===== src/rtl/core/ztt_ram.sv =====
module ztt_ram #(
  parameter int Width = 8,
  parameter int Depth = 16
) (
  input  logic                     clk_i,
  input  logic                     we_i,
  input  logic [$clog2(Depth)-1:0] waddr_i,
  input  logic [Width-1:0]         wdata_i,
  input  logic                     re_i,
  input  logic [$clog2(Depth)-1:0] raddr_i,
  output logic [Width-1:0]         rdata_o
);

  logic [Width-1:0] mem_q [Depth];
  logic [Width-1:0] rdata_q;

  always_ff @(posedge clk_i) begin
    if (we_i) begin
      mem_q[waddr_i] <= wdata_i;
    end
    if (re_i) begin
      rdata_q <= mem_q[raddr_i];
    end
  end

  assign rdata_o = rdata_q;

endmodule


===== config.mk =====
export PLATFORM = sky130hd
export DESIGN_NAME = ztt_ram
export DESIGN_NICKNAME = d
export VERILOG_FILES = /design/src/rtl/core/ztt_ram.sv
export SDC_FILE = /design/constraint.sdc
export NUM_CORES = 1
export LEC_CHECK = 0
export BUFFER_PORTS_ARGS = -buffer_cell sky130_fd_sc_hd__buf_2
export CORE_ASPECT_RATIO = 2
export CORE_MARGIN = 3
export CORE_UTILIZATION = 40
export CTS_CLUSTER_DIAMETER = 200
export DETAILED_ROUTE_END_ITERATION = 16
export PLACE_DENSITY = 0.54
export SYNTH_ARGS = -nofsm -noshare
export SYNTH_HDL_FRONTEND = slang
export SYNTH_SLANG_ARGS = --single-unit

===== constraint.sdc =====
create_clock -name clk_i -period 3.1 [get_ports clk_i]
set_input_delay 0.155 -clock clk_i [delete_from_list [all_inputs] [get_ports clk_i]]
set_output_delay 0.155 -clock clk_i [all_outputs]
set_load 0.05 [all_outputs]

# Yosys cells after proc, flatten, opt, wreduce, memory -nomap -nowiden
# Memory sizes are Yosys's and may differ from the RTL's. A register that Yosys moved wholly into a read port is not among the register bits.
# Index checks and enable logic that the tools add are counted.
# op_classes
n_mux,2
# ops
operator,n
1-bit two-way mux,2
# totals
regBits,0
ram_bits,128
in_bits,19
out_inout_bits,8
memories,1
# memory_table
name,depth,width,rd,rd_ports_with_merged_regs,write_ports,line_no,source
mem_q,16,8,1,1,1,14,logic [Width-1:0] mem_q [Depth];

# Longest topological paths before layout
# depth
depth_word,2
depth_mapped,5

# Least setup slack after synthesis
# OpenSTA, ideal clock, no wires.
# synth_timing
path_kind,input to register
startpoint,input port waddr_i[2]
endpoint,"memory mem_q[0][0], enable pin"
setup_ns,0.383
arrival_time_ns,1.265
t_required_ns,2.717
path_slack_ns,1.452
cell_stages,2
path_buffers,0
path_cell_list,or3b_2 > nor3_1
# synth_rtl
item,line_no,source
from (decl),7,"input logic [$clog2(Depth)-1:0] waddr_i,"
to (decl),14,
# Straight into the memory's write port.

==> results.py <==
metrics = {
    "sta": {
        "timing.setup.tns_ns": 0,
        "rsz0062_at_grt": "no",
        "holdWs_ns": 0.116,
        "tightestPinTransition_ns": 1.03,
        "maxSlewHeadroom_pct": 31.4,
        "fmax_ghz": 0.625,
        "setup_viol": 0,
        "drv_slew": 0,
        "skew_ns": 0.00714,
        "finalCritPeriodShare_pct": 51.6,
        "hold_viol_final": 0,
        "fin_crit_ns": 1.60,
    },
    "drt": {
        "first_pass_iters": 4,
        "drt_iter0_drc": 108,
        "vias_per_cell": 5.49,
        "wl_um": 10100,
        "drcViolationCount": 0,
        "vias": 2372,
        "detail-route-antenna-nets": 0,
        "avgRoutedWirePerCell_um": 23.4,
    },
    "synthesis": {
        "syn_inst": 229,
        "ys_warn_count": 0,
        "avgSynthCellArea_um2": 22.8,
        "synthDistinctLibCells": 18,
        "synth_area_mm2": 0.00523,
        "ys_ff_latch": 136,
        "syn_nets": 248,
        "seq_area_frac_synth_pct": 78.1,
    },
    "setup_path": {
        "cp-start-kind": "input pin",
        "cp_slowest_cell": "mux4_1",
        "worst-path-max-fanout": 17,
        "worstPathArrival_ns": 1.76,
        "crit_type": "input pin to flop",
        "required_ns": 3.26,
        "cp_slowest_stage_delay_ns": 0.57,
        "crit_chain": "buf_2 > buf_12 > mux4_1 > a22oi_1 > nand2_1",
        "end_kind": "flop",
    },
    "cts": {
        "path_clk_slew_ns": 0.06,
        "worstSkewPairLatency_ns": 0.41,
        "cts_hold_buffers": 0,
        "cts_resized": 0,
        "clock_path_buffers": 2,
        "tritoncts": "done",
        "numCtsBuffers": 17,
        "root_buffer": "clkbuf_16",
        "cts-htree-levels": 4,
        "post_cts_buffers": 0,
        "clock-sinks": 136,
    },
    "pwr": {
        "leakage_nw": 2.03,
        "ir_worst_vdd_v": 0.000391,
        "p_seq_share_pct": 48.2,
        "p_int_mw": 3.41,
        "netSwitchingPower_uw": 900,
        "power_density_mw_per_mm2": 706,
        "power_frac_comb_pct": 4.9,
        "clockPowerShare_pct": 46.9,
        "switching_share_pct": 20.9,
    },
    "placed_design": {
        "dp_hpwl_um": 6940,
        "place.gp.congestion": 0.740,
        "placed_area_mm2": 0.00551,
        "numPortBuffers": 26,
    },
    "grt": {
        "grt_max_degree": 33,
        "grt_pass1_wl_um": 15800,
        "grt_antenna_before_repair": 0,
        "grt_usage_pct": 15.4,
        "grt-ovfl-total": 0,
        "grt_pass1_vias": 2646,
    },
    "final_layout": {
        "drive_above_1_share_pct": 28.7,
        "stdcell_area_mm2": 0.00611,
        "n_antenna_cell": 0,
        "fin_util_pct": 48.1,
        "syn_to_final_growth_pct": 16.9,
        "ff_latch_area_mm2": 0.00408,
        "multiInputGateArea_mm2": 0.00106,
        "fillers": 1020,
        "nNetsFinal": 288,
    },
    "floorplanning": {
        "pin_count": 27,
        "core_area_mm2": 0.0127,
        "die_h_um": 168,
        "start_util_pct": 41.2,
        "die_x_um": 86.8,
        "die_area_mm2": 0.0146,
        "rows": 58,
    },
    "status": {
        "status": "finished, final reports clean",
    },
    "run": {
        "maxCapViolations": 0,
    },
    "min_path": {
        "hold_class": "input pin to flop",
    },
}
-- routing by layer --
| metal | up-vias | wire (µm) | track usage (%) |
|---|---|---|---|
| met3 | 15 | 444 | 4.09 |
| met1 | 1222 | 3630 | 17.2 |
| li1 | 1062 | - | - |
| met2 | 73 | 5830 | 26.8 |
| met4 | 0 | 198 | 6.72 |
| met5 | - | 0 | 0 |
-- through the flow --
| stage | power [mW] | cells | setup slack (ns) |
|---|---|---|---|
| after floorplan | 2.25 | 229 | 1.45 |
| after global placement | 2.33 | 400 | 1.03 |
| after detailed placement | 2.33 | 400 | 1.02 |
| after CTS | 4.35 | 432 | 1.46 |
| after global routing | 4.44 | 432 | 1.35 |
| final | 4.31 | 432 | 1.50 |
-- logic make-up after synthesis --
family / share of synthesized area, %
muxes: 14.8
AOI/OAI and AO/OA: 2.30
DFF: 78.1
buffers and inverters: 1.65
and+or+nand+nor: 3.14
-- power by group through the flow --
stage	combinational (mW)	clock (mW)	sequential [mW]
after floorplan	0.105	0	2.15
after global placement	0.212	0	2.12
after detailed placement	0.214	0	2.12
after CTS	0.215	2.05	2.08
after global routing	0.228	2.13	2.09
final	0.209	2.02	2.08
-- layout make-up --
class,instances,area share (%)
repair buffers,31,2.95
multi-input cells,83,17.3
clock inverters,15,2.91
clock buffers,17,6.96
well taps,150,3.07
flip-flops and latches,136,66.8
-- flip-flops by register name, indices dropped and copies added, names as in the netlist --
signal and cells:
mem_q 128, rdata_o 8
-- worst max-delay path: cells and delay by family --
kind	cells	cell delay, ns
AND/OR/NAND/NOR	1	0.07
buffers and inverters	2	0.72
multiplexers	1	0.57
AO/OA/AOI/OAI	1	0.23
-- synthesized netlist by cell type, drive strengths merged --
cell type      number  share of area (%)
buf                 7                1.1
nand2               9               0.65
mux4               32                 15
nand2b              2               0.24
and2                1               0.12
nor3                4               0.38
clkdlybuf4s25       3               0.57
edfxtp            136                 78
or3b                1               0.17
nor2b               1               0.12
nand3               1              0.096
and2b               1               0.14
nand3b              2               0.29
nor2               13               0.93
a22oi              16                2.3
-- cell usage in the layout, fill, tap and decap left out --
| cell | synthesis | layout |
|---|---|---|
| and2b_1 | 1 | 1 |
| clkinv_1 | 0 | 1 |
| inv_6 | 0 | 2 |
| buf_2 | 3 | 26 |
| buf_4 | 1 | 4 |
| mux4_2 | 18 | 18 |
| and2_1 | 1 | 1 |
| nand2_1 | 9 | 9 |
| nand3b_1 | 2 | 2 |
| mux4_1 | 14 | 14 |
| clkinv_2 | 0 | 3 |
| clkinvlp_4 | 0 | 1 |
| nand3_1 | 1 | 1 |
| clkinv_4 | 0 | 5 |
| buf_12 | 0 | 1 |
| edfxtp_1 | 136 | 136 |
| or3b_2 | 1 | 1 |
| a22oi_1 | 16 | 16 |
| bufinv_16 | 0 | 3 |
| nor3_1 | 4 | 4 |
| nand2b_1 | 2 | 2 |
| nor2_1 | 13 | 13 |
| clkbuf_16 | 0 | 17 |
| nor2b_1 | 1 | 1 |
-- path summary, 6_finish.rpt --
path | to | slack [ns] | cells after the start | startpoint
worst max-delay path | rdata_o[5] | 1.50 | 5 | raddr_i[0]
worst min-delay path | rdata_o[0] | 0.12 | 1 | re_i
worst max register to register | rdata_o[0] | 1.58 | 3 | mem_q[1][0]
worst min register to register | rdata_o[7] | 0.75 | 3 | mem_q[14][7]
(Power assumes the default switching activity.)
