===== src/rtl/core/ztt_pkg.sv =====
package ztt_pkg;

  localparam int INDEX_BITS  = 12;
  localparam int BOARD_SIDE  = 11;
  localparam int CELLS       = BOARD_SIDE * BOARD_SIDE;
  localparam int ZW_DEPTH    = 2 * CELLS;
  localparam int ZW_AW       = $clog2(ZW_DEPTH);
  localparam int ENTRY_AW    = INDEX_BITS + 1;
  localparam int ENTRY_DEPTH = 2 ** ENTRY_AW;

  localparam int S_TDATA_W = 176;
  localparam int M_TDATA_W = 16;

  localparam logic [2:0] MODE_LOAD   = 3'd0;
  localparam logic [2:0] MODE_CLEAR  = 3'd1;
  localparam logic [2:0] MODE_TOGGLE = 3'd2;
  localparam logic [2:0] MODE_PROBE  = 3'd3;
  localparam logic [2:0] MODE_STORE  = 3'd4;

  localparam logic [1:0] KIND_EXACT = 2'd0;
  localparam logic [1:0] KIND_LOWER = 2'd1;
  localparam logic [1:0] KIND_UPPER = 2'd2;

  typedef enum logic [2:0] {
    ST_CLEAR = 3'b001,
    ST_IDLE  = 3'b010,
    ST_EXEC  = 3'b100
  } state_e;

  typedef struct packed {
    logic               valid;
    logic [1:0]         kind;
    logic signed [15:0] score;
    logic signed [15:0] depth;
    logic [63:0]        check;
  } entry_t;

  typedef struct packed {
    logic signed [15:0] alpha;
    logic signed [15:0] beta;
    logic signed [15:0] depth;
  } query_t;

  typedef struct packed {
    logic               hit;
    logic signed [15:0] score;
  } result_t;

  localparam int ENTRY_W = $bits(entry_t);
  localparam int ZW_W    = 96;

endpackage


===== src/rtl/core/ztt_eval.sv =====
module ztt_eval (
  input  ztt_pkg::entry_t  entry_i,
  input  ztt_pkg::query_t  query_i,
  input  logic [63:0]      check_key_i,
  output ztt_pkg::result_t result_o
);

  import ztt_pkg::*;

  logic match;
  logic usable;

  always_comb begin
    match = entry_i.valid && (entry_i.depth >= query_i.depth) &&
            (entry_i.check == check_key_i);
    unique case (entry_i.kind)
      KIND_EXACT: usable = 1'b1;
      KIND_LOWER: usable = entry_i.score >= query_i.beta;
      KIND_UPPER: usable = entry_i.score <= query_i.alpha;
      default:    usable = 1'b0;
    endcase
    result_o.hit   = match && usable;
    result_o.score = (match && usable) ? entry_i.score : 16'sd0;
  end

endmodule


===== config.mk =====
export PLATFORM = sky130hd
export DESIGN_NAME = ztt_eval
export DESIGN_NICKNAME = d
export VERILOG_FILES = /design/src/rtl/core/ztt_pkg.sv /design/src/rtl/core/ztt_eval.sv
export SDC_FILE = /design/constraint.sdc
export NUM_CORES = 1
export LEC_CHECK = 0
export ABC_AREA = 0
export CAP_MARGIN = 10
export CORE_MARGIN = 2
export CORE_UTILIZATION = 25
export DETAILED_ROUTE_END_ITERATION = 12
export DONT_BUFFER_PORTS = 1
export GPL_TIMING_DRIVEN = 0
export PLACE_DENSITY = 0.46
export SETUP_SLACK_MARGIN = 0.02
export SLEW_MARGIN = 20
export SYNTH_ARGS = -nofsm -noshare
export SYNTH_HDL_FRONTEND = slang
export SYNTH_SLANG_ARGS = --single-unit

===== constraint.sdc =====
create_clock -name vclk -period 3.1
set_input_delay 0.31 -clock vclk [all_inputs]
set_output_delay 0.31 -clock vclk [all_outputs]
set_load 0.01 [all_outputs]

* Word level (Yosys, flattened, before mapping)
Cells that the tools add are included.
** Operators by class
- $lt $le $gt $ge :: 3
- Equality and inequality tests :: 3
- Muxes and demuxes :: 2
- Reductions and logical operators :: 4
** Operator list (number)
- $eq 64x64->1 :: 1
- $ge 16x16->1 :: 2
- $le 16x16->1 :: 1
- $mux 16 :: 1
- $logic_and 1x1->1 :: 3
- $pmux 1 s3 :: 1
- $eq 2x1->1 const B :: 1
- $eq 2x2->1 const B :: 1
- $logic_not 2->1 :: 1
** Storage, ports and cells
- Register bits :: 0
- Input port bits :: 211
- Output and inout port bits :: 17
- Logic and storage cells :: 12

* Longest topological paths before layout
- Depth after elaboration :: 5
- Gate-level depth with buffers :: 10
- Gate-level depth less buffers :: 9

* Worst setup path after synthesis
No wires, ideal clock.
- Path kind :: input to output
- From :: input port query_i[47] in the netlist's numbering
- To :: output port result_o[10] in the netlist's numbering
- Data arrival time :: 2.152 ns
- Required time :: 2.790 ns
- Slack :: 0.638 ns
- Stages :: 10
- Cell sequence :: inv_1 ha_1 nand4_2 or4_4 a21oi_2 nor4bb_1 mux2i_1 o22ai_2 buf_6 and3_1
** RTL lines
- from (decl) :: line ztt_eval.sv:3 : input ztt_pkg::query_t query_i,
- to (decl) :: line ztt_eval.sv:5 : output ztt_pkg::result_t result_o

==> parameters.txt <==
Parameter                              Value

GRT
  Maximum number of pins on one net before global-route repair    11
  Met3 capacity usage during global routing    0.0326
  Total global-route track usage    0.129
  First-pass GRT wire length    9700 µm
  GRT Max-Usage Layer    met2
  Met2 Use GR    0.222
  Initial antenna violation count    0
  Overflow left after global routing    0
  Via count of the first global-routing pass    2163
  Met1 Usage GRT    0.169

Worst setup path
  Worst-path cell chain    inv_1 > ha_1 > nand4_2 > or4_4 > a21oi_2 > nor4bb_1 > mux2i_1 > o22ai_2 > buf_6 > and3_1
  Crit path max-delay cell type    sky130_fd_sc_hd__or4_4
  Startpoint Class    input port
  Crit path max fanout    10
  CP peak stage delay    580 ps
  Arr. time, crit path    2490 ps
  Worst Path Required    2790 ps
  Family of cells with the greatest summed delay on the critical path    simple AND/OR/NAND/NOR gates
  Type of the worst setup path    input port to output pin
  Crit path depth    10
  Number of buffers and inverters on the critical path    2
  Crit path capture type    output pin

Synth
  Synthesized net count    561
  Main area contributors after synthesis    sky130_fd_sc_hd__ha_1 (28%), sky130_fd_sc_hd__inv_1 (13%), sky130_fd_sc_hd__xor2_1 (11%), sky130_fd_sc_hd__xnor2_1 (5.7%), sky130_fd_sc_hd__a21oi_1 (4.7%)
  Cell types with the highest counts after synthesis    sky130_fd_sc_hd__inv_1 (73), sky130_fd_sc_hd__ha_1 (48), sky130_fd_sc_hd__xor2_1 (27)
  Yosys warns    0
  Sequential cell area fraction in the yosys report    0
  Gate Count Post-Synth    302
  Portion of synthesized cell area occupied by the leading cell type    0.281
  Netlist area before placement    2140 µm²
  Average cell area after synthesis    7.08 µm²
  Cell taking the most area after synthesis    sky130_fd_sc_hd__ha_1
  Count of unique library cells instantiated by Yosys    36
  Most instantiated library cell after synthesis    sky130_fd_sc_hd__inv_1

Power and ir drop
  Switching power share of the total    0.507
  Clock network fraction of design power    0
  Power share of the combinational group    1.000
  Peak supply drop    0.0502 mV
  Areal power density over the cells    104 nW/µm²
  Net Switching    120 µW
  Fraction of power consumed by sequential logic    0
  Leakage    1.22 nW
  Internal Pwr Total    117 µW

Floorplan
  Area of the die    9310 µm²
  Starting density of the core    0.259
  Number of standard-cell rows in the floorplan    33
  Horiz. Die Dim    96.5 µm
  Placeable core area    8260 µm²
  Height of the die    96.5 µm
  Number of top-level pins    228

Drt
  Number of iterations in the first detailed-routing pass    4
  Count of vias placed by the detailed router    2128
  DR DRC count    0
  1st-iter DRT viols    39
  Routed wirelength normalized by instance count    16.0 µm
  Number of nets with antenna violations after routing    0
  Vias per inst    5.23
  Wire length reported by the detailed router    6510 µm

Cells and area
  Post-layout nets    563
  Area of all sequential standard cells    0 µm²
  Count of sequential standard cells    0
  Area growth from synthesis to layout    6.20%
  Diode insertion count for antenna repair    0
  Post-route non-filler standard cell count    407
  Ratio of cells with drive above 1 in the final layout    0.0464
  Clock buffer count    0

Timing
  Slew Limit Fails    0
  Total of endpoints with negative setup slack in the final report    0
  Final clock period utilization by the worst path    0.904
  Setup repair after global routing missed its margin    no
  Worst-Margin Slew    432 ps
  Worst relative slew slack    0.709
  Total negative setup slack    0 ps
  Minimum period implied by the final worst setup slack    2800 ps
  Maximum clock rate    0.357 GHz
  Final count of hold timing violations    0

Place
  Routability Congestion    0.930
  Port Buffer Count    0
  Inst Count DP    407
  HPWL after detailed placement    6260 µm

Min path
  Cell count of the worst hold path    1
  Worst hold-check path type    input port to output pin

Clock tree
  Post-CTS Setup Inserts    0
  Number of instances resized during post-cts repair    0
  Number of buffers inserted for hold repair after clock tree synthesis    0

Flow run
  Max-cap violations    0

Status
  Run status    complete, no violations
-- cells by family (layout without fill, tap and decap cells) --
| logic type | Yosys count | in the layout | synth area share |
|---|---|---|---|
| fa+ha+maj | 48 | 48 | 0.281 |
| buf+inv | 75 | 75 | 0.135 |
| compound gates | 64 | 64 | 0.206 |
| simple gates | 72 | 72 | 0.201 |
| xor+xnor | 41 | 41 | 0.168 |
| mux | 2 | 2 | 0.00936 |
-- placed cells by master, fill, tap and decap left out, types with 2 or more instances in the layout --
master	netlist	routed
sky130_fd_sc_hd__a211oi_1	2	2
sky130_fd_sc_hd__a21o_1	6	6
sky130_fd_sc_hd__a21oi_1	20	20
sky130_fd_sc_hd__a221oi_1	8	8
sky130_fd_sc_hd__and3_1	9	9
sky130_fd_sc_hd__and3_2	7	7
sky130_fd_sc_hd__ha_1	48	48
sky130_fd_sc_hd__inv_1	73	73
sky130_fd_sc_hd__mux2i_1	2	2
sky130_fd_sc_hd__nand2_1	10	10
sky130_fd_sc_hd__nand3_1	7	7
sky130_fd_sc_hd__nand4_1	15	15
sky130_fd_sc_hd__nor2_1	6	6
sky130_fd_sc_hd__nor4_1	10	10
sky130_fd_sc_hd__o211ai_1	5	5
sky130_fd_sc_hd__o21ai_0	4	4
sky130_fd_sc_hd__o22ai_1	8	8
sky130_fd_sc_hd__o2bb2ai_1	5	5
sky130_fd_sc_hd__xnor2_1	14	14
sky130_fd_sc_hd__xor2_1	27	27
-- routing by layer --
layer,share of wire,wire [µm]
met1,0.44,2860
met2,0.46,2970
met3,0.098,638
met4,0.0054,35
met5,0,0
-- per-stage QoR --
step / worst slack, ps / instance area, µm² / hold WS [ps] / utilization / power (mW)
final: 297 / 2270 / 777 / 0.275 / 0.237
after global routing: 121 / 2270 / 787 / 0.275 / 0.279
after CTS: 236 / 2270 / 778 / 0.275 / 0.240
after detailed placement: 238 / 2270 / 778 / 0.275 / 0.239
after global placement: 211 / 2270 / 780 / 0.275 / 0.236
after floorplan: 638 / 2140 / 775 / - / 0.194
-- worst paths after layout --
check	start	end	slack, ps
min	entry_i[88]	result_o[8]	780
max	query_i[47]	result_o[6]	300
-- area by class of cell --
cell class,count,area (µm²)
Multi-Input combinational cell,227,1850
Inverter,73,274
Tap cell,105,131
Buffer,2,15.0
Fill cell,953,5990
-- power by group through the flow --
stage               combinational, mW  sequential [mW]  clock (mW)
floorplan                       0.194                0           0
global placement                0.236                0           0
global route                    0.279                0           0
CTS                             0.240                0           0
finish                          0.237                0           0
detailed placement              0.239                0           0
No activity file was read; power rests on OpenSTA's default activity.
